==> src/rtl/xrs_pkg.sv <==
// xrs_pkg: shared types, operation codes and generator constants for the
// xorshift128+ random source. Depends on nothing.
package xrs_pkg;

  localparam logic [1:0] OP_RESEED = 2'd0;
  localparam logic [1:0] OP_RAW    = 2'd1;
  localparam logic [1:0] OP_RANGE  = 2'd2;
  localparam logic [1:0] OP_CHANCE = 2'd3;

  localparam logic [63:0] SEED_A_RESET = 64'h5ec50476f4102274;
  localparam logic [63:0] SEED_B_RESET = 64'ha50817f914a268a5;

  localparam int unsigned SHIFT_A = 23;
  localparam int unsigned SHIFT_B = 17;
  localparam int unsigned SHIFT_C = 26;

  localparam int unsigned WARMUP_STEPS_DEFAULT = 16;

  typedef struct packed {
    logic [1:0]         operation;
    logic [63:0]        seed_value;
    logic signed [31:0] range_low;
    logic signed [31:0] range_high;
    logic [30:0]        chance_denominator;
  } req_t;

  typedef struct packed {
    logic [63:0]        raw_sum;
    logic signed [31:0] range_value;
    logic               chance_hit;
  } rsp_t;

endpackage

==> src/rtl/xorshift128plus_random_source_top.sv <==
// xorshift128+ random source: raw values, integers in a range, one-in-N flags, and reseeding.
// flow: raw goes straight to the rsp register if the slot is free, else via finish;
// range and chance use the shared multiplier in the low and high multiply states, then
// finish; reseed steps the generator WARMUP_STEPS times, then finish; rsp stalls hold finish.
// Requests are taken only in idle: one raw beat per cycle while rsp is not stalled.
// reset: rst (synchronous) loads the fixed seed words, no response pending.
module xorshift128plus_random_source_top #(
  parameter int unsigned WARMUP_STEPS = xrs_pkg::WARMUP_STEPS_DEFAULT
) (
  input  logic          clk,
  input  logic          rst,
  input  logic          req_valid,
  output logic          req_ready,
  input  xrs_pkg::req_t req,
  output logic          rsp_valid,
  input  logic          rsp_ready,
  output xrs_pkg::rsp_t rsp
);

  // warm-up counter wide enough to hold WARMUP_STEPS itself
  localparam int unsigned CNT_W = (WARMUP_STEPS > 0) ? $clog2(WARMUP_STEPS + 1) : 1;

  // sequencer states
  localparam logic [2:0] ST_IDLE   = 3'd0;
  localparam logic [2:0] ST_WARM   = 3'd1;
  localparam logic [2:0] ST_MUL_LO = 3'd2;
  localparam logic [2:0] ST_MUL_HI = 3'd3;
  localparam logic [2:0] ST_FIN    = 3'd4;

  logic [2:0]  state;
  logic [2:0]  state_next;

  // generator state words
  logic [63:0] word_a;
  logic [63:0] word_b;

  // per-beat working registers
  logic [1:0]        op;
  logic [63:0]       sum;
  logic [32:0]       span;
  logic [31:0]       low;
  logic [CNT_W-1:0]  count;

  // step unit
  logic [63:0] a_step;
  logic [63:0] b_step;
  logic [63:0] step_sum;
  logic        step_go;

  // multiplier
  logic        mul_en;
  logic [31:0] mul_a;
  logic [32:0] mul_addend;
  logic [64:0] mul_p;

  // request decode
  logic        req_fire;
  logic        rsp_free;
  logic        fast_raw;
  logic [32:0] diff;
  logic [32:0] range_span;
  logic [31:0] q;
  logic        fin_load;
  xrs_pkg::rsp_t fin_rsp;

  xrs_step u_step (
    .a      (word_a),
    .b      (word_b),
    .a_step (a_step),
    .b_step (b_step),
    .sum    (step_sum)
  );

  xrs_mul u_mul (
    .clk    (clk),
    .en     (mul_en),
    .a      (mul_a),
    .b      (span),
    .addend (mul_addend),
    .p      (mul_p)
  );

  assign req_ready = (state == ST_IDLE);
  assign req_fire  = req_valid && req_ready;
  assign rsp_free  = !rsp_valid || rsp_ready;

  // a raw beat goes straight to the output register when the slot frees up
  assign fast_raw = req_fire && (req.operation == xrs_pkg::OP_RAW) && rsp_free;

  // generator advances on every non-reseed request and each warm-up cycle
  assign step_go = (req_fire && (req.operation != xrs_pkg::OP_RESEED)) ||
                   (state == ST_WARM);

  // span = high - low + 1, or zero for an inverted range
  always_comb begin
    diff       = {req.range_high[31], req.range_high} - {req.range_low[31], req.range_low};
    range_span = diff[32] ? 33'd0 : diff + 33'd1;
  end

  // low half first, then high half plus the carried upper bits of the low product
  assign mul_en     = (state == ST_MUL_LO) || (state == ST_MUL_HI);
  assign mul_a      = (state == ST_MUL_LO) ? sum[31:0] : sum[63:32];
  assign mul_addend = (state == ST_MUL_LO) ? 33'd0 : mul_p[64:32];

  // scaled integer: bits [63:32] of the combined product
  assign q = mul_p[63:32];

  always_comb begin
    fin_rsp = '0;
    case (op)
      xrs_pkg::OP_RESEED: begin
        fin_rsp = '0;
      end
      xrs_pkg::OP_RAW: begin
        fin_rsp.raw_sum = sum;
      end
      xrs_pkg::OP_RANGE: begin
        fin_rsp.raw_sum     = sum;
        fin_rsp.range_value = low + q;
      end
      xrs_pkg::OP_CHANCE: begin
        fin_rsp.raw_sum    = sum;
        fin_rsp.chance_hit = (q == 32'd0);
      end
      default: begin
        fin_rsp = '0;
      end
    endcase
  end

  assign fin_load = (state == ST_FIN) && rsp_free;

  // sequencer
  always_comb begin
    state_next = state;
    case (state)
      ST_IDLE: begin
        if (req_fire) begin
          case (req.operation)
            xrs_pkg::OP_RESEED: begin
              state_next = (WARMUP_STEPS == 0) ? ST_FIN : ST_WARM;
            end
            xrs_pkg::OP_RAW: begin
              state_next = fast_raw ? ST_IDLE : ST_FIN;
            end
            default: begin
              state_next = ST_MUL_LO;
            end
          endcase
        end
      end
      ST_WARM: begin
        if (count == CNT_W'(1)) begin
          state_next = ST_FIN;
        end
      end
      ST_MUL_LO: begin
        state_next = ST_MUL_HI;
      end
      ST_MUL_HI: begin
        state_next = ST_FIN;
      end
      ST_FIN: begin
        if (rsp_free) begin
          state_next = ST_IDLE;
        end
      end
      default: begin
        state_next = ST_IDLE;
      end
    endcase
  end

  always_ff @(posedge clk) begin
    if (rst) begin
      state  <= ST_IDLE;
      word_a <= xrs_pkg::SEED_A_RESET;
      word_b <= xrs_pkg::SEED_B_RESET;
      count  <= '0;
    end else begin
      state <= state_next;
      if (req_fire && (req.operation == xrs_pkg::OP_RESEED)) begin
        word_a <= req.seed_value;
        word_b <= 64'd0;
        count  <= CNT_W'(WARMUP_STEPS);
      end else if (step_go) begin
        word_a <= a_step;
        word_b <= b_step;
        if (state == ST_WARM) begin
          count <= count - CNT_W'(1);
        end
      end
    end
  end

  // payload capture, no reset needed
  always_ff @(posedge clk) begin
    if (req_fire) begin
      op  <= req.operation;
      sum <= step_sum;
      low <= req.range_low;
      if (req.operation == xrs_pkg::OP_CHANCE) begin
        span <= {2'd0, req.chance_denominator};
      end else begin
        span <= range_span;
      end
    end
  end

  // output register
  always_ff @(posedge clk) begin
    if (rst) begin
      rsp_valid <= 1'b0;
    end else if (fast_raw || fin_load) begin
      rsp_valid <= 1'b1;
    end else if (rsp_ready) begin
      rsp_valid <= 1'b0;
    end
  end

  always_ff @(posedge clk) begin
    if (fast_raw) begin
      rsp.raw_sum     <= step_sum;
      rsp.range_value <= '0;
      rsp.chance_hit  <= 1'b0;
    end else if (fin_load) begin
      rsp <= fin_rsp;
    end
  end

endmodule

==> src/rtl/xrs_step.sv <==
// xrs_step: one xorshift128+ generator step, new state words and the sum.
// Depends on xrs_pkg for the shift amounts.
module xrs_step (
  input  logic [63:0] a,
  input  logic [63:0] b,
  output logic [63:0] a_step,
  output logic [63:0] b_step,
  output logic [63:0] sum
);

  logic [63:0] x1;
  logic [63:0] x2;

  always_comb begin
    x1     = a ^ (a << xrs_pkg::SHIFT_A);
    x2     = x1 ^ (x1 >> xrs_pkg::SHIFT_B);
    b_step = x2 ^ b ^ (b >> xrs_pkg::SHIFT_C);
    a_step = b;
    sum    = b_step + b;
  end

endmodule

==> src/rtl/xrs_mul.sv <==
// xrs_mul: shared 32 x 33 multiply-add with a registered 65-bit product.
// Used twice per scaling, for the low and high halves of the fraction.
// Depends on nothing.
module xrs_mul (
  input  logic        clk,
  input  logic        en,
  input  logic [31:0] a,
  input  logic [32:0] b,
  input  logic [32:0] addend,
  output logic [64:0] p
);

  logic [64:0] prod;

  always_comb begin
    prod = {33'd0, a} * {32'd0, b};
  end

  always_ff @(posedge clk) begin
    if (en) begin
      p <= prod + {32'd0, addend};
    end
  end

endmodule

==> config.mk <==
export PLATFORM = sky130hd
export DESIGN_NAME = xorshift128plus_random_source_top
export DESIGN_NICKNAME = d
export VERILOG_FILES = /design/src/rtl/xrs_pkg.sv /design/src/rtl/xorshift128plus_random_source_top.sv /design/src/rtl/xrs_step.sv /design/src/rtl/xrs_mul.sv
export SDC_FILE = /design/constraint.sdc
export NUM_CORES = 2
export LEC_CHECK = 0
export ABC_AREA = 1
export BUFFER_PORTS_ARGS = -buffer_cell sky130_fd_sc_hd__buf_2
export CORE_MARGIN = 4
export CORE_UTILIZATION = 47
export CTS_BUF_LIST = sky130_fd_sc_hd__clkbuf_4 sky130_fd_sc_hd__clkbuf_8 sky130_fd_sc_hd__clkbuf_16
export DETAILED_ROUTE_END_ITERATION = 8
export PLACE_DENSITY = 0.62
export SYNTH_ARGS = -nofsm -noshare
export SYNTH_HDL_FRONTEND = slang
export SYNTH_SLANG_ARGS = --single-unit
==> constraint.sdc <==
create_clock -name clk -period 17.8 [get_ports clk]
set_input_delay 0.89 -clock clk [delete_from_list [all_inputs] [get_ports clk]]
set_output_delay 0.89 -clock clk [all_outputs]
set_load 0.05 [all_outputs]
==> flow_metrics.py <==
metrics = {
    "detailed_routing": {
        "met3_length_um": 18100,
        "drt-pass1-iter-count": 8,
        "route.top_layer_used": "met5",
        "wl_met1_um": 98200,
        "route.detailed.drc": 0,
        "wl_per_cell_um": 25.0,
        "dr_wl_met2_um": 113000,
        "routed_via_density": 5.50,
        "vias": 54400,
        "drt_wl_total_um": 247000,
        "dr.first_iter.drc_count": 4900,
        "ant_nets": 0,
    },
    "clocking": {
        "clk_pin_slew_ps": 60,
        "cts_hold_buf": 0,
        "cts_root_buf": "clkbuf_16",
        "cts_sinks": 398,
        "worstSkewPairLatency_ps": 620,
        "numCtsBuffers": 46,
        "ctsResizeCount": 0,
        "post-cts-setup-buffers": 0,
        "cts_max_path_buffers": 3,
        "htree_levels": 2,
        "cts_tree": "yes",
    },
    "logic_synthesis": {
        "ys_ff_latch": 398,
        "synth_cell_type_count": 60,
        "syn_area_sq_um": 61700,
        "syn-instance-count": 7962,
        "syn-num-nets": 9476,
        "async_flop_share_pct": 0,
        "postSynthAreaPerCell_sq_um": 7.75,
        "synth_area_leaders": "fa_1 31%, edfxtp_1 11%, nand2_1 10%",
        "netlist.top_cell.by_area": "fa_1",
        "synth_edf_count": 228,
        "synthFlopType": "edfxtp_1",
        "synth_top_area_share_pct": 31.2,
        "seq_area_frac_synth_pct": 16.6,
        "ys.warnings.count": 0,
    },
    "placed_design": {
        "dp_hpwl_um": 204000,
        "gp_congestion": 1.01,
        "postPlaceCellArea_sq_um": 65100,
        "numPortBuffers": 263,
        "dp_slack_ps": 7910,
    },
    "critical_path": {
        "reg2reg_from": "state[2]",
        "path_max_fanout": 58,
        "critPathRequiredTime_ps": 18150,
        "r2r_cells": 33,
        "end_kind": "flop",
        "cp-startpoint": "state[2]",
        "rrSetupSlack_ps": 7780,
        "crit_top_cell": "fa_1",
        "path_class": "reg2reg",
        "slowest_delay_ps": 700,
        "cp-start-kind": "flop",
        "crit_path_top_delay_cell": "inv_1",
        "r2r-end": "u_mul.p[58]",
        "critPathCapture": "u_mul.p[58]",
        "worstPathArrival_ps": 10370,
    },
    "floorplan": {
        "die_area_sq_um": 137000,
        "die_w_um": 370,
        "io_pins": 264,
        "die-height_um": 370,
        "core_area_sq_um": 130000,
        "start_util_pct": 47.5,
        "rows": 132,
    },
    "cells_and_area": {
        "mostFrequentLayoutCell": "nand2_1",
        "finalInstanceArea_sq_um": 66600,
        "final_cell_mix": "1717 x nand2_1, 1701 x inv_1, 984 x nor2_1",
        "drive_gt1_share_pct": 7.09,
        "nets": 9632,
        "area_growth_pct": 7.91,
    },
    "hold_path": {
        "holdCritPathClass": "reg2reg",
    },
    "grt": {
        "grt_overflow_total": 0,
        "grt_pass1_vias": 55700,
        "grt_max_degree": 85,
        "antenna_found_initial": 4,
        "track_usage_pct": 36.0,
        "grt_pass1_wl_um": 364000,
    },
    "status": {
        "status": "completed",
    },
    "job": {
        "drv_cap": 0,
    },
    "timing": {
        "setup_violations": 0,
        "min_period_ps": 10020,
        "hold_violations": 0,
        "drv_slew": 0,
        "slew-limit-headroom_pct": 21.7,
        "finalWorstSetupSlack_ps": 7780,
        "rsz0062_at_grt": "no",
        "period_share_pct": 56.3,
        "worst_slew_pin_slew_ps": 1170,
        "whs_ps": 441,
        "finClkSkew_ps": 46.1,
        "setup-tns-final_ps": 0,
        "max_clock_freq_ghz": 0.0998,
    },
}
## flip-flops by register name, summed over array words and instances (netlist names)
signal	flops
count	5
low	32
op	2
rsp	97
rsp_valid	1
span	33
state	3
sum	64
u_mul.p	33
word_a	64
word_b	64
## cell usage after synthesis, drive strengths merged, types with 37 or more instances
library cell / number
nand4: 59
nand3: 265
o21ai: 212
ha: 388
inv: 1724
xor2: 132
fa: 961
nand2: 1743
or2: 39
nor3: 37
dfxtp: 170
xnor2: 126
o211ai: 45
edfxtp: 228
clkbuf: 215
a21oi: 299
nor2: 1000
## worst min path at each step
stage	start	end	slack (ps)	cells past startpoint
2_1_floorplan	count[1]	count[1]	440	2
3_3_place_gp	rsp[5]	rsp[5]	430	2
3_5_place_dp	rsp[5]	rsp[5]	430	2
4_1_cts	req[74]	low[11]	440	1
5_1_grt	req[74]	low[11]	460	1
6_report	rsp[5]	rsp[5]	440	2
## layer usage
layer / global-route usage [%] / vias to the layer above
met2: 58.6 / 2464
met1: 46.4 / 26800
met4: 20.1 / 4
li1: - / 24500
met3: 4.87 / 625
met5: 0 / -
## worst max-delay path: cells and delay by family, from the launching register on
kind            cells  cell delay, ps
compound gates      5            1270
buf+inv             9            2010
simple gates       10            1390
flops               1             440
fa+ha+maj           9            4610
## per-stage QoR
step | cells | utilization, %
after global placement | 9812 | 50.0
after CTS | 9897 | 51.2
after global routing | 9897 | 51.2
after detailed placement | 9812 | 50.0
final | 9898 | 51.2
after floorplan | 7962 | -
## area by class of cell
| class | count | area, sq um |
|---|---|---|
| diodes | 1 | 2.50 |
| repair buffers | 355 | 2010 |
| well taps | 1742 | 2180 |
| flip-flops and latches | 398 | 10200 |
| inverters | 1755 | 6590 |
| clock inverters | 21 | 169 |
| clock buffers | 64 | 1390 |
| fillers | 13000 | 63400 |
| multi-input cells | 5562 | 44000 |
## logic make-up (layout without fill, tap and decap cells)
group	Yosys count	count (layout)	synth area share, %
simple gates	3191	3191	21.0
buf+inv	2002	2195	12.2
fa+ha+maj	1349	1349	39.0
compound gates	764	764	7.45
flops	398	398	16.6
xor+xnor	258	258	3.67
other cells	0	1	0
Power is left out: the tool's default activity adds up to more than one toggle a clock period on the data nets, which glitch-free logic cannot reach.
